**src/sv/retransmit_slot_table_core_defines.svh**
```systemverilog
// Assertion macros for the retransmit slot table core
`ifndef RETRANSMIT_SLOT_TABLE_CORE_DEFINES_SVH
`define RETRANSMIT_SLOT_TABLE_CORE_DEFINES_SVH

// check prop at every edge out of reset
`define RST_ASSERT(lbl, clk, rstn, prop) \
  lbl: assert property (@(posedge clk) disable iff (!rstn) (prop)) \
    else $error("retransmit slot table assertion failed");

// check that cond implies res in the following cycle
`define RST_ASSERT_NEXT(lbl, clk, rstn, cond, res) \
  lbl: assert property (@(posedge clk) disable iff (!rstn) (cond) |=> (res)) \
    else $error("retransmit slot table assertion failed");

`endif

```
**src/sv/rst_pkg.sv**
```systemverilog
// Package with types and constants of the retransmit slot table
package rst_pkg;

  localparam int SlotCount       = 8;
  localparam int SlotW           = 3;
  localparam int PendW           = 4;
  localparam int MaxStoredLenDef = 256;
  localparam int CfgIdxW         = 2;
  localparam int CfgDataW        = 16;

  localparam logic [CfgIdxW-1:0] CFG_LINK_READY  = 2'd0;
  localparam logic [CfgIdxW-1:0] CFG_TIMEOUT_MS  = 2'd1;
  localparam logic [CfgIdxW-1:0] CFG_RETRY_LIMIT = 2'd2;

  typedef enum logic [1:0] {
    CMD_SEND = 2'd0,
    CMD_ACK  = 2'd1,
    CMD_SCAN = 2'd2,
    CMD_BAD  = 2'd3
  } cmd_e;

  typedef enum logic [2:0] {
    KIND_SENT_TRACKED   = 3'd0,
    KIND_SENT_UNTRACKED = 3'd1,
    KIND_REJECTED       = 3'd2,
    KIND_ACK_CLEARED    = 3'd3,
    KIND_ACK_UNKNOWN    = 3'd4,
    KIND_RETRANSMIT     = 3'd5,
    KIND_DROPPED        = 3'd6,
    KIND_SCAN_DONE      = 3'd7
  } kind_e;

  typedef enum logic [2:0] {
    ST_IDLE,
    ST_DISPATCH,
    ST_SEARCH,
    ST_COMMIT,
    ST_SCAN,
    ST_DONE
  } state_e;

  typedef enum logic [2:0] {
    OP_NONE,
    OP_LOAD,
    OP_SEARCH,
    OP_COMMIT,
    OP_SCAN,
    OP_EMIT
  } op_e;

  typedef struct packed {
    op_e   op;
    kind_e kind;
  } ctrl_t;

  typedef struct packed {
    cmd_e cmd;
    logic reject;
    logic too_long;
    logic scan_idle;
    logic idx_last;
  } stat_t;

endpackage

```
**src/sv/rst_ctrl.sv**
```systemverilog
// Controller state machine of the retransmit slot table
module rst_ctrl import rst_pkg::*; (
  input  logic  clk_i,
  input  logic  rst_ni,
  input  logic  start,
  output logic  busy,
  input  stat_t stat_i,
  output ctrl_t ctrl_o
);

  state_e state_q, state_d;

  always_ff @(posedge clk_i or negedge rst_ni) begin
    if (!rst_ni) begin
      state_q <= ST_IDLE;
    end else begin
      state_q <= state_d;
    end
  end

  always_comb begin
    state_d = state_q;
    unique case (state_q)
      ST_IDLE: begin
        if (start) state_d = ST_DISPATCH;
      end
      ST_DISPATCH: begin
        unique case (stat_i.cmd)
          CMD_SEND: state_d = (stat_i.reject || stat_i.too_long) ? ST_IDLE : ST_SEARCH;
          CMD_ACK:  state_d = ST_SEARCH;
          CMD_SCAN: state_d = stat_i.scan_idle ? ST_IDLE : ST_SCAN;
          default:  state_d = ST_IDLE;
        endcase
      end
      ST_SEARCH: begin
        if (stat_i.idx_last) state_d = ST_COMMIT;
      end
      ST_COMMIT: state_d = ST_IDLE;
      ST_SCAN: begin
        if (stat_i.idx_last) state_d = ST_DONE;
      end
      ST_DONE: state_d = ST_IDLE;
      default: state_d = ST_IDLE;
    endcase
  end

  always_comb begin
    ctrl_o.op   = OP_NONE;
    ctrl_o.kind = KIND_REJECTED;
    unique case (state_q)
      ST_IDLE: begin
        if (start) ctrl_o.op = OP_LOAD;
      end
      ST_DISPATCH: begin
        unique case (stat_i.cmd)
          CMD_SEND: begin
            if (stat_i.reject) begin
              ctrl_o.op = OP_EMIT;
            end else if (stat_i.too_long) begin
              ctrl_o.op   = OP_EMIT;
              ctrl_o.kind = KIND_SENT_UNTRACKED;
            end
          end
          CMD_ACK: ctrl_o.op = OP_NONE;
          CMD_SCAN: begin
            if (stat_i.scan_idle) begin
              ctrl_o.op   = OP_EMIT;
              ctrl_o.kind = KIND_SCAN_DONE;
            end
          end
          default: ctrl_o.op = OP_EMIT;
        endcase
      end
      ST_SEARCH: ctrl_o.op = OP_SEARCH;
      ST_COMMIT: ctrl_o.op = OP_COMMIT;
      ST_SCAN:   ctrl_o.op = OP_SCAN;
      ST_DONE: begin
        ctrl_o.op   = OP_EMIT;
        ctrl_o.kind = KIND_SCAN_DONE;
      end
      default: ctrl_o.op = OP_NONE;
    endcase
  end

  assign busy = (state_q != ST_IDLE);

endmodule

```
**src/sv/rst_datapath.sv**
```systemverilog
// Datapath of the retransmit slot table: slot store, walk index, result beat
module rst_datapath import rst_pkg::*; #(
  parameter int MaxStoredLen = MaxStoredLenDef
) (
  input  logic                clk_i,
  input  logic                rst_ni,
  input  ctrl_t               ctrl_i,
  output stat_t               stat_o,
  input  logic                cfg_we_i,
  input  logic [CfgIdxW-1:0]  cfg_idx_i,
  input  logic [CfgDataW-1:0] cfg_wdata_i,
  input  logic [1:0]          cmd_i,
  input  logic [15:0]         msg_id_i,
  input  logic [15:0]         msg_len_i,
  input  logic                has_dest_i,
  input  logic [47:0]         dest_addr_i,
  input  logic [31:0]         now_ms_i,
  output logic                valid_o,
  output logic [2:0]          kind_o,
  output logic [SlotW-1:0]    slot_o,
  output logic [15:0]         out_msg_id_o,
  output logic [15:0]         out_len_o,
  output logic                out_has_dest_o,
  output logic [47:0]         out_dest_o,
  output logic [7:0]          retry_number_o,
  output logic [PendW-1:0]    pending_o,
  output logic                last_o
);

  localparam int LenW = $clog2(MaxStoredLen + 1);

  logic        link_q;
  logic [15:0] timeout_q;
  logic [7:0]  limit_q;

  cmd_e        cmd_q;
  logic [15:0] id_q;
  logic [15:0] len_q;
  logic        hd_q;
  logic [47:0] dest_q;
  logic [31:0] now_q;

  logic [SlotW-1:0] idx_q;
  logic             mfound_q, ffound_q;
  logic [SlotW-1:0] midx_q, fidx_q;

  logic [SlotCount-1:0] act_q;
  logic [15:0]          sid_q   [SlotCount];
  logic [LenW-1:0]      slen_q  [SlotCount];
  logic [7:0]           sret_q  [SlotCount];
  logic [31:0]          sdl_q   [SlotCount];
  logic [SlotCount-1:0] shd_q;
  logic [47:0]          sdest_q [SlotCount];
  logic [PendW-1:0]     pend_q, pend_d;

  logic             out_valid_q, out_valid_d;
  logic             out_last_q, out_last_d;
  logic [2:0]       out_kind_q, out_kind_d;
  logic [SlotW-1:0] out_slot_q, out_slot_d;
  logic [15:0]      out_id_q, out_id_d;
  logic [15:0]      out_len_q, out_len_d;
  logic             out_hd_q, out_hd_d;
  logic [47:0]      out_dest_q, out_dest_d;
  logic [7:0]       out_retry_q, out_retry_d;
  logic [PendW-1:0] out_pend_q;

  logic [PendW-1:0] pend_inc, pend_dec;
  logic [31:0]      deadline, age;
  logic             idx_last, expired, ok, over;
  logic [SlotW-1:0] tgt;

  assign pend_inc = pend_q + PendW'(1);
  assign pend_dec = (pend_q == '0) ? '0 : pend_q - PendW'(1);
  assign deadline = now_q + {16'd0, timeout_q};
  assign age      = now_q - sdl_q[idx_q];
  assign expired  = act_q[idx_q] && !age[31];
  assign over     = (sret_q[idx_q] >= limit_q);
  assign idx_last = (idx_q == SlotW'(SlotCount - 1));
  assign ok       = mfound_q || ffound_q;
  assign tgt      = mfound_q ? midx_q : fidx_q;

  assign stat_o.cmd       = cmd_q;
  assign stat_o.reject    = (len_q == '0) || !link_q;
  assign stat_o.too_long  = ({1'b0, len_q} > 17'(MaxStoredLen));
  assign stat_o.scan_idle = !link_q || (pend_q == '0);
  assign stat_o.idx_last  = idx_last;

  assign valid_o        = out_valid_q;
  assign last_o         = out_last_q;
  assign kind_o         = out_kind_q;
  assign slot_o         = out_slot_q;
  assign out_msg_id_o   = out_id_q;
  assign out_len_o      = out_len_q;
  assign out_has_dest_o = out_hd_q;
  assign out_dest_o     = out_dest_q;
  assign retry_number_o = out_retry_q;
  assign pending_o      = out_pend_q;

  always_ff @(posedge clk_i or negedge rst_ni) begin
    if (!rst_ni) begin
      link_q    <= 1'b0;
      timeout_q <= 16'd100;
      limit_q   <= 8'd3;
    end else if (cfg_we_i) begin
      unique case (cfg_idx_i)
        CFG_LINK_READY:  link_q    <= cfg_wdata_i[0];
        CFG_TIMEOUT_MS:  timeout_q <= cfg_wdata_i;
        CFG_RETRY_LIMIT: limit_q   <= cfg_wdata_i[7:0];
        default: ;
      endcase
    end
  end

  always_comb begin
    out_valid_d = 1'b0;
    out_last_d  = 1'b0;
    out_kind_d  = KIND_REJECTED;
    out_slot_d  = '0;
    out_id_d    = '0;
    out_len_d   = '0;
    out_hd_d    = 1'b0;
    out_dest_d  = '0;
    out_retry_d = '0;
    pend_d      = pend_q;
    unique case (ctrl_i.op)
      OP_COMMIT: begin
        out_valid_d = 1'b1;
        out_last_d  = 1'b1;
        out_id_d    = id_q;
        if (cmd_q == CMD_SEND) begin
          out_len_d  = len_q;
          out_hd_d   = hd_q;
          out_dest_d = dest_q;
          if (ok) begin
            out_slot_d = tgt;
            out_kind_d = KIND_SENT_TRACKED;
            if (!mfound_q) pend_d = pend_inc;
          end else begin
            out_kind_d = KIND_SENT_UNTRACKED;
          end
        end else if (mfound_q) begin
          out_slot_d = midx_q;
          out_kind_d = KIND_ACK_CLEARED;
          pend_d     = pend_dec;
        end else begin
          out_kind_d = KIND_ACK_UNKNOWN;
        end
      end
      OP_SCAN: begin
        if (expired) begin
          out_valid_d = 1'b1;
          out_slot_d  = idx_q;
          out_id_d    = sid_q[idx_q];
          out_retry_d = sret_q[idx_q];
          if (over) begin
            out_kind_d = KIND_DROPPED;
            pend_d     = pend_dec;
          end else begin
            out_kind_d = KIND_RETRANSMIT;
            out_len_d  = 16'(slen_q[idx_q]);
            out_hd_d   = shd_q[idx_q];
            out_dest_d = shd_q[idx_q] ? sdest_q[idx_q] : 48'd0;
          end
        end
      end
      OP_EMIT: begin
        out_valid_d = 1'b1;
        out_last_d  = 1'b1;
        out_kind_d  = ctrl_i.kind;
        out_id_d    = (ctrl_i.kind == KIND_SCAN_DONE) ? 16'd0 : id_q;
        if (ctrl_i.kind == KIND_SENT_UNTRACKED) begin
          out_len_d  = len_q;
          out_hd_d   = hd_q;
          out_dest_d = dest_q;
        end
      end
      default: ;
    endcase
  end

  always_ff @(posedge clk_i or negedge rst_ni) begin
    if (!rst_ni) begin
      act_q    <= '0;
      shd_q    <= '0;
      pend_q   <= '0;
      idx_q    <= '0;
      mfound_q <= 1'b0;
      ffound_q <= 1'b0;
      midx_q   <= '0;
      fidx_q   <= '0;
      cmd_q    <= CMD_SEND;
      id_q     <= '0;
      len_q    <= '0;
      hd_q     <= 1'b0;
      dest_q   <= '0;
      now_q    <= '0;
      for (int i = 0; i < SlotCount; i++) begin
        sid_q[i]   <= '0;
        slen_q[i]  <= '0;
        sret_q[i]  <= '0;
        sdl_q[i]   <= '0;
        sdest_q[i] <= '0;
      end
    end else begin
      pend_q <= pend_d;
      unique case (ctrl_i.op)
        OP_LOAD: begin
          cmd_q    <= cmd_e'(cmd_i);
          id_q     <= msg_id_i;
          len_q    <= msg_len_i;
          hd_q     <= has_dest_i;
          dest_q   <= has_dest_i ? dest_addr_i : 48'd0;
          now_q    <= now_ms_i;
          idx_q    <= '0;
          mfound_q <= 1'b0;
          ffound_q <= 1'b0;
        end
        OP_SEARCH: begin
          if (act_q[idx_q] && sid_q[idx_q] == id_q && !mfound_q) begin
            mfound_q <= 1'b1;
            midx_q   <= idx_q;
          end
          if (!act_q[idx_q] && !ffound_q) begin
            ffound_q <= 1'b1;
            fidx_q   <= idx_q;
          end
          idx_q <= idx_last ? '0 : idx_q + SlotW'(1);
        end
        OP_COMMIT: begin
          if (cmd_q == CMD_SEND) begin
            if (ok) begin
              act_q[tgt]   <= 1'b1;
              sid_q[tgt]   <= id_q;
              slen_q[tgt]  <= len_q[LenW-1:0];
              sret_q[tgt]  <= '0;
              sdl_q[tgt]   <= deadline;
              shd_q[tgt]   <= hd_q;
              sdest_q[tgt] <= dest_q;
            end
          end else if (mfound_q) begin
            act_q[midx_q]  <= 1'b0;
            slen_q[midx_q] <= '0;
          end
        end
        OP_SCAN: begin
          if (expired) begin
            if (over) begin
              act_q[idx_q]  <= 1'b0;
              slen_q[idx_q] <= '0;
            end else begin
              sret_q[idx_q] <= sret_q[idx_q] + 8'd1;
              sdl_q[idx_q]  <= deadline;
            end
          end
          idx_q <= idx_last ? '0 : idx_q + SlotW'(1);
        end
        default: ;
      endcase
    end
  end

  always_ff @(posedge clk_i or negedge rst_ni) begin
    if (!rst_ni) begin
      out_valid_q <= 1'b0;
      out_last_q  <= 1'b0;
      out_kind_q  <= '0;
      out_slot_q  <= '0;
      out_id_q    <= '0;
      out_len_q   <= '0;
      out_hd_q    <= 1'b0;
      out_dest_q  <= '0;
      out_retry_q <= '0;
      out_pend_q  <= '0;
    end else begin
      out_valid_q <= out_valid_d;
      out_last_q  <= out_last_d;
      out_kind_q  <= out_kind_d;
      out_slot_q  <= out_slot_d;
      out_id_q    <= out_id_d;
      out_len_q   <= out_len_d;
      out_hd_q    <= out_hd_d;
      out_dest_q  <= out_dest_d;
      out_retry_q <= out_retry_d;
      out_pend_q  <= pend_d;
    end
  end

endmodule

```
**src/sv/retransmit_slot_table_core.sv**
```systemverilog
// Top level of the retransmit slot table: controller, datapath and checks
//
//  channel  | handshake            | fields
//  ---------+----------------------+-------------------------------------------
//  command  | start, busy          | cmd_i msg_id_i msg_len_i has_dest_i ...
//  result   | valid_o (strobe)     | kind_o slot_o out_msg_id_o ... last_o
//  config   | cfg_we_i, cfg_idx_i  | cfg_wdata_i
//
// Send and ack pass through load, dispatch, one walk step per slot, commit.
// Scan passes through load, dispatch, the walk and a scan-done beat; rejects and idle scans end at dispatch.
// The walk over the slot store goes one slot a cycle.
// Reset is asynchronous, active low, and empties the table.
// Results come as one-cycle strobed beats; the receiver cannot stall.
`include "retransmit_slot_table_core_defines.svh"

module retransmit_slot_table_core import rst_pkg::*; #(
  parameter int MaxStoredLen = MaxStoredLenDef
) (
  input  logic                clk_i,
  input  logic                rst_ni,
  input  logic                start,
  output logic                busy,
  input  logic [1:0]          cmd_i,
  input  logic [15:0]         msg_id_i,
  input  logic [15:0]         msg_len_i,
  input  logic                has_dest_i,
  input  logic [47:0]         dest_addr_i,
  input  logic [31:0]         now_ms_i,
  input  logic                cfg_we_i,
  input  logic [CfgIdxW-1:0]  cfg_idx_i,
  input  logic [CfgDataW-1:0] cfg_wdata_i,
  output logic                valid_o,
  output logic [2:0]          kind_o,
  output logic [SlotW-1:0]    slot_o,
  output logic [15:0]         out_msg_id_o,
  output logic [15:0]         out_len_o,
  output logic                out_has_dest_o,
  output logic [47:0]         out_dest_o,
  output logic [7:0]          retry_number_o,
  output logic [PendW-1:0]    pending_o,
  output logic                last_o
);

  ctrl_t ctrl;
  stat_t stat;

  rst_ctrl u_ctrl (
    .clk_i  (clk_i),
    .rst_ni (rst_ni),
    .start  (start),
    .busy   (busy),
    .stat_i (stat),
    .ctrl_o (ctrl)
  );

  rst_datapath #(
    .MaxStoredLen (MaxStoredLen)
  ) u_dp (
    .clk_i          (clk_i),
    .rst_ni         (rst_ni),
    .ctrl_i         (ctrl),
    .stat_o         (stat),
    .cfg_we_i       (cfg_we_i),
    .cfg_idx_i      (cfg_idx_i),
    .cfg_wdata_i    (cfg_wdata_i),
    .cmd_i          (cmd_i),
    .msg_id_i       (msg_id_i),
    .msg_len_i      (msg_len_i),
    .has_dest_i     (has_dest_i),
    .dest_addr_i    (dest_addr_i),
    .now_ms_i       (now_ms_i),
    .valid_o        (valid_o),
    .kind_o         (kind_o),
    .slot_o         (slot_o),
    .out_msg_id_o   (out_msg_id_o),
    .out_len_o      (out_len_o),
    .out_has_dest_o (out_has_dest_o),
    .out_dest_o     (out_dest_o),
    .retry_number_o (retry_number_o),
    .pending_o      (pending_o),
    .last_o         (last_o)
  );

  `RST_ASSERT_NEXT(a_start_busy, clk_i, rst_ni, start && !busy, busy)
  `RST_ASSERT(a_pending_max, clk_i, rst_ni, valid_o |-> (pending_o <= 4'd8))
  `RST_ASSERT(a_done_last, clk_i, rst_ni,
              (valid_o && kind_o == KIND_SCAN_DONE) |-> last_o)
  `RST_ASSERT(a_last_idle, clk_i, rst_ni, (valid_o && last_o) |-> !$past(busy) || !busy)

endmodule
```
**config.mk**
```make
export PLATFORM = sky130hd
export DESIGN_NAME = retransmit_slot_table_core
export DESIGN_NICKNAME = d
export VERILOG_FILES = /design/src/sv/rst_pkg.sv /design/src/sv/rst_ctrl.sv /design/src/sv/rst_datapath.sv /design/src/sv/retransmit_slot_table_core.sv
export VERILOG_INCLUDE_DIRS = /design/src /design/src/sv
export SDC_FILE = /design/constraint.sdc
export NUM_CORES = 2
export LEC_CHECK = 0
export BUFFER_PORTS_ARGS = -buffer_cell sky130_fd_sc_hd__buf_2
export CAP_MARGIN = 10
export CORE_MARGIN = 2
export CORE_UTILIZATION = 60
export CTS_BUF_LIST = sky130_fd_sc_hd__clkbuf_4 sky130_fd_sc_hd__clkbuf_8
export CTS_CLUSTER_DIAMETER = 150
export CTS_CLUSTER_SIZE = 14
export DETAILED_ROUTE_END_ITERATION = 8
export GPL_TIMING_DRIVEN = 1
export PLACE_DENSITY = 0.78
export REMOVE_ABC_BUFFERS = 1
export SYNTH_ARGS = -nofsm -noshare
export SYNTH_HDL_FRONTEND = slang
export SYNTH_HIERARCHICAL = 1
export SYNTH_SLANG_ARGS = --single-unit
```
**constraint.sdc**
```tcl
create_clock -name clk_i -period 5.9 [get_ports clk_i]
set_clock_uncertainty 0.05 [all_clocks]
set_input_delay 1.18 -clock clk_i [delete_from_list [all_inputs] [get_ports clk_i]]
set_output_delay 1.18 -clock clk_i [all_outputs]
set_load 0.05 [all_outputs]
```
== Word level (Yosys, flattened, before mapping) ==
Cells that the tools add are included.

* Add/sub/neg operators: 6
* Reduce and logical (&&, ||, !) cells: 42
* Multiplexer cells: 139
* Equal/unequal tests: 31
* Bitwise operators: 14
* Magnitude comparators: 14

{| class="wikitable"
|+ Operators by type and width
! kind !! number
|-
| $mux W256 || 4
|-
| $bwmux W256 || 2
|-
| $pmux W256 S2 || 1
|-
| $mux W48 || 9
|-
| $bwmux W384 || 1
|-
| $mux W72 || 5
|-
| $mux W64 || 4
|-
| $demux W32 S3 || 2
|-
| $and A72 B72 Y72 || 2
|-
| $bmux W48 S3 || 1
|-
| $demux W48 S3 || 1
|-
| $not A72 Y72 || 2
|-
| $pmux W48 S3 || 1
|-
| $pmux W72 S2 || 1
|-
| $bwmux W128 || 1
|-
| $mux W16 || 8
|-
| $mux W32 || 4
|-
| $pmux W64 S2 || 1
|-
| $bmux W32 S3 || 1
|-
| $pmux W16 S3 || 2
|-
| $mux W8 || 11
|-
| $demux W9 S3 || 3
|-
| $bwmux W72 || 1
|-
| $and A64 B64 Y64 || 1
|-
| 64 further kinds || 177
|}

* Logic and storage cells: 313
* Flip-flop bits (word level): 1175
* Output and inout bits: 102

== Longest topological paths before layout ==
* Word-level depth: 11
* Gate-level depth with buffers: 25
* Mapped depth without buffers: 15

== By module ==
The synthesis kept the hierarchy.

{| class="wikitable"
|+ Modules (own cells, without submodules)
! module !! cells each !! instances !! area each (um2) !! seq. area each (um2)
|-
| rst_datapath || 4107 || 1 || 52242.6 || 29334.4
|-
| rst_ctrl || 36 || 1 || 300.3 || 75.1
|}

== Worst setup path before layout ==
Ideal clock, no wire load.

* Kind: reg2reg
* From: reg u_dp.idx_q[2]
* To: reg u_dp/sdl_q[208] (netlist name)
* Data arrival time: 5130 ps
* Path buffers: 10
* Data required time: 5722 ps
* Cell stages (with the launch flop): 24
* Slack: 592 ps
* Clock period less this slack: 5308 ps
* Setup time: 128 ps
* Cell sequence: dfrtp_1 > buf_4 > buf_6 > buf_6 > buf_2 > buf_2 > buf_2 > buf_1 > buf_2 > mux2i_1 > nor2_1 > a21oi_1 > nor2_1 > a221oi_1 > ha_1 > and4_1 > a221oi_1 > o32ai_2 > or4b_4 > a21oi_4 > nand2b_1 > buf_4 > buf_6 > mux2_1

* Word-level cells in the longest chain between the ends: 9

{| class="wikitable"
|+ Ends and longest elaborated chain
! item !! line !! RTL
|-
| from (decl) || rst_datapath.sv:43 || <nowiki>logic [SlotW-1:0] idx_q;</nowiki>
|-
| from (signal assigned) || rst_datapath.sv:227 || <nowiki>idx_q <= idx_last ? '0 : idx_q + SlotW'(1);</nowiki>
|-
| from (signal assigned) || rst_datapath.sv:255 || <nowiki>idx_q <= idx_last ? '0 : idx_q + SlotW'(1);</nowiki>
|-
| $not A3 Y4 (implied by the code) || rst_datapath.sv:75, rst_datapath.sv:77, rst_datapath.sv:252 ||
|-
| $bmux W32 S3, or another cell as far along || rst_datapath.sv:75 || <nowiki>assign age = now_q - sdl_q[idx_q];</nowiki>
|-
| $mux W32 (implied by the code) or $logic_and A1 B1 Y1 (tied branches) || rst_datapath.sv:75, rst_datapath.sv:252 ||
|-
| $mux W32 (on tied branches) || rst_datapath.sv:75, rst_datapath.sv:252 ||
|-
| $sub A32 B32 Y32 or $demux W32 S3 (tied branches) || rst_datapath.sv:75, rst_datapath.sv:252 ||
|-
| $logic_not A1 Y1 or $bwmux W256 (tied branches) || rst_datapath.sv:76, rst_datapath.sv:252 ||
|-
| $logic_and A1 B1 Y1 or $mux W256 (tied branches) || rst_datapath.sv:76, rst_datapath.sv:247 ||
|-
| $ne A2 B1 Y1 (no line) or $mux W256 (tied branches) || - ||
|-
| $reduce_and A5 Y1 (no line) or $pmux W256 S2 (tied branches) || - ||
|-
| to (signal, indexed assignment) || rst_datapath.sv:236 || <nowiki>sdl_q[tgt] <= deadline;</nowiki>
|-
| to (signal, indexed assignment) || rst_datapath.sv:252 || <nowiki>sdl_q[idx_q] <= deadline;</nowiki>
|-
| to (decl) || rst_datapath.sv:51 || <nowiki>logic [31:0] sdl_q [SlotCount];</nowiki>
|}

Parallel ways exist; a longest one is shown, timed or not. The select of a mux whose other input is x is not followed.
A chain may end at the register's enable or synchronous reset.

== Worst setup path in the final report ==
* From: reg u_dp.idx_q[2]
* To: reg u_dp/slen_q[8] (netlist name)

* Word-level cells in the longest chain between the ends: 10

{| class="wikitable"
|+ Ends and longest elaborated chain
! item !! line !! RTL
|-
| parallel branches: the longest is 10 deep, another holds $sub A32 B32 Y32 || - ||
|-
| to (signal, indexed assignment) || rst_datapath.sv:234 || <nowiki>slen_q[tgt] <= len_q[LenW-1:0];</nowiki>
|-
| to (decl) || rst_datapath.sv:49 || <nowiki>logic [LenW-1:0] slen_q [SlotCount];</nowiki>
|}

Parallel ways; which one is timed is not known. The select of a mux whose other input is x is not followed.

==> flow_summary.yaml <==
sta:
  report.final.hold_viol_count: 0
  fin_tns_setup_ns: 0
  fmax_mhz: 179
  worst_pin_slew_ns: 1.22
  post-route-min-period_ns: 5.59
  slew_viol_final: 0
  slew_headroom: 0.184
  grt_setup_unrepaired: "false"
  layout_worst_path_cycle_share: 0.947
  setup_viol: 0
yosys:
  synth_top_area_frac: 0.557
  syn-cell-area_um2: 52500
  synth_top_family_by_area: "multiplexers"
  synth_compound_area_frac: 0.128
  synth-seq-cells: 1175
  synth_top_cell_by_area: "dfrtp_1"
  synthMuxAreaShare: 0.197
  synthDistinctLibCells: 90
  synthAdderAreaFrac: 0.0146
  synth-xor-area-share: 0.00931
  syn_area_per_cell_um2: 12.7
  ys.flop_type: "dfrtp_1"
  yosys_warnings: 6
  yosysSeqAreaShare: 0.560
  synth_edf_count: 0
  synth-async-reset-ratio: 1.00
  synthSimpleGateAreaFrac: 0.0601
  netlist_instances: 4143
  synthTopCellsByArea: "dfrtp_1, mux2_2, a22oi_1"
place:
  port_buffers: 238
  hpwl_um: 84000
  dpl_cell_area_um2: 55100
  finalWeightedCongestion: 0.923
grt:
  grt_pass1_vias: 36000
  grt_pass1_wl_um: 216000
  grt_usage: 0.310
  grt_start_max_net_pins: 157
  antenna_found_initial: 5
  grt_remaining_overflow: 0
route:
  vias: 36000
  via_per_inst: 6.64
  wirelength_um: 140000
  drt.antenna.violating_nets: 0
  initialDrtViolationCount: 3781
  wl_per_cell_um: 25.8
  dr.pass1.iters: 8
  drc_errors: 0
die:
  initial_core_util: 0.606
  die_area_um2: 90000
  io-pin-count: 239
  fp.dieW_um: 300
  core_area_um2: 86800
  die-height_um: 300
  num_rows: 108
cts:
  clock_path_buffers: 3
  clk_pin_slew_ns: 0.09
  cts_setup_buffers: 0
  cts_made_buffers: 93
  clock_sink_count: 1175
  insertion_delay_ns: 0.79
  cts_root_buf: "clkbuf_8"
  cts_resized: 0
  holdBufCountCts: 0
  htreeDepth: 3
  cts_tree: "yes"
setup_path:
  worstSetupStartpointType: "flip-flop"
  critPathRequiredTime_ns: 6.48
  worstSetupPathType: "reg -> reg"
  cp_max_fo: 27
  r2r-start: "u_dp/idx_q[2]"
  ff2ff_setup_slack_ns: 0.31
  crit_path_end_kind: "flip-flop"
  cp-startpoint: "u_dp/idx_q[2]"
  arrival_ns: 6.17
pwr:
  p_total_mw: 22.3
  ir_worst_vdd_uv: 403
  power.leakage_nw: 27.7
  pwr_density_cell_nw_per_um2: 394
finish:
  regArea_um2: 29400
  fin_nets: 4440
  multi_input_area_um2: 21600
  finalCoreUtilization: 0.652
  syn_to_final_growth_pct: 7.73
  drive_gt1_frac: 0.314
  n_fill_cell: 6413
  stdcell_area_um2: 56600
min_path:
  hold_path_class: "in -> async"
run_status:
  outcome: "completed"
run:
  drv_cap: 0
-- per-layer routing --
layer,global-route usage,up-vias,wire [um]
met5,0,-,27
met4,0.116,4,5230
met3,0.0484,341,10200
met2,0.485,1567,65200
met1,0.442,18700,59300
li1,-,15400,-
-- layout by cell type, fill, tap and decap left out, types with 43 or more instances in the layout --
cell type | netlist | layout
a22oi_1 | 211 | 211
a21oi_1 | 68 | 68
buf_2 | 57 | 237
buf_4 | 9 | 77
o22ai_1 | 43 | 43
clkbuf_8 | 0 | 93
ha_1 | 59 | 59
nor2_1 | 77 | 73
a22o_1 | 180 | 180
nand2_1 | 381 | 376
a32o_1 | 45 | 45
a221oi_1 | 81 | 81
mux2_1 | 45 | 45
dfrtp_1 | 1170 | 1167
mux2_2 | 777 | 777
inv_1 | 45 | 45
o21ai_0 | 117 | 117
-- worst paths after layout --
kind,endpoint,cells after the start
max,u_dp/slen_q[8],13
min,u_dp/sret_q[15],1
max reg2reg,u_dp/slen_q[8],13
min reg2reg,u_dp/sdest_q[200],2
max in group asynchronous,u_dp/sdest_q[122],2
min in group clk_i,u_dp/sdest_q[200],2
-- synthesized netlist by cell type, drive strengths merged (28+ instances only) --
| cell | number |
|---|---|
| xnor2 | 30 |
| mux2i | 28 |
| a22o | 180 |
| nand3 | 37 |
| ha | 59 |
| inv | 45 |
| a22oi | 212 |
| clkbuf | 212 |
| nand4 | 37 |
| mux2 | 854 |
| buf | 131 |
| nor2 | 77 |
| a221oi | 82 |
| a32o | 45 |
| dfrtp | 1170 |
| a21oi | 69 |
| o21ai | 124 |
| and3 | 37 |
| nand2 | 382 |
| o22ai | 43 |
-- where the power goes --
| group | total [mW] | internal, mW | switching [mW] |
|---|---|---|---|
| sequential | 10.6 | 9.20 | 1.38 |
| combinational | 7.60 | 2.78 | 4.82 |
| clock | 4.14 | 1.53 | 2.61 |
-- sequential cells by signal, summed over array words and instances, names as in the netlist, 4 cells and up --
register / count
u_dp/sret_q: 64
u_dp/len_q: 16
u_dp/now_q: 32
u_dp/sdest_q: 384
u_dp/pending_o: 4
u_dp/limit_q: 8
u_dp/retry_number_o: 8
u_dp/sdl_q: 256
u_dp/sid_q: 128
u_dp/act_q: 8
u_dp/timeout_q: 16
u_dp/out_dest_o: 48
u_dp/out_msg_id_o: 16
u_dp/id_q: 16
u_dp/dest_q: 48
u_dp/slen_q: 72
u_dp/out_len_o: 16
u_dp/shd_q: 8
-- stage by stage --
stage	hold slack [ns]	std cells	worst slack, ns
after floorplan	0.395	3800	-6.60
after global placement	0.408	5303	0.438
after detailed placement	0.413	5303	0.410
after CTS	0.392	5414	0.354
after global routing	0.456	5416	0.239
final	0.409	5417	0.313
-- layout make-up --
class                      instances  area share
antenna                            3    0.000133
multi-input combinational       2577       0.382
clock buffer                     104      0.0241
inverter                          48     0.00318
timing repair buffer             348      0.0431
clock inverter                     7     0.00183
tap                             1155      0.0255
sequential                      1175       0.520
-- kinds of logic after synthesis --
group / after synthesis
AOI/OAI and AO/OA: 878
xor gates and xnor gates: 55
adders and majority gates: 61
buffers and inverters: 391
DFF: 1175
muxes: 896
and+or+nand+nor: 687
-- worst max-delay path: stages, from the launching register on --
cell       delay, ns
dfrtp_4         0.71
buf_4           0.39
nor2b_1         0.56
buf_4           0.24
a22oi_1         0.08
o22ai_1         0.61
ha_1            0.29
a2111oi_0       0.06
o31ai_1         0.51
buf_4           0.27
nand3_1         0.17
o211ai_4        0.49
o211ai_1        0.57
a22o_1          0.40
No activity file was read; power rests on OpenSTA's default activity.
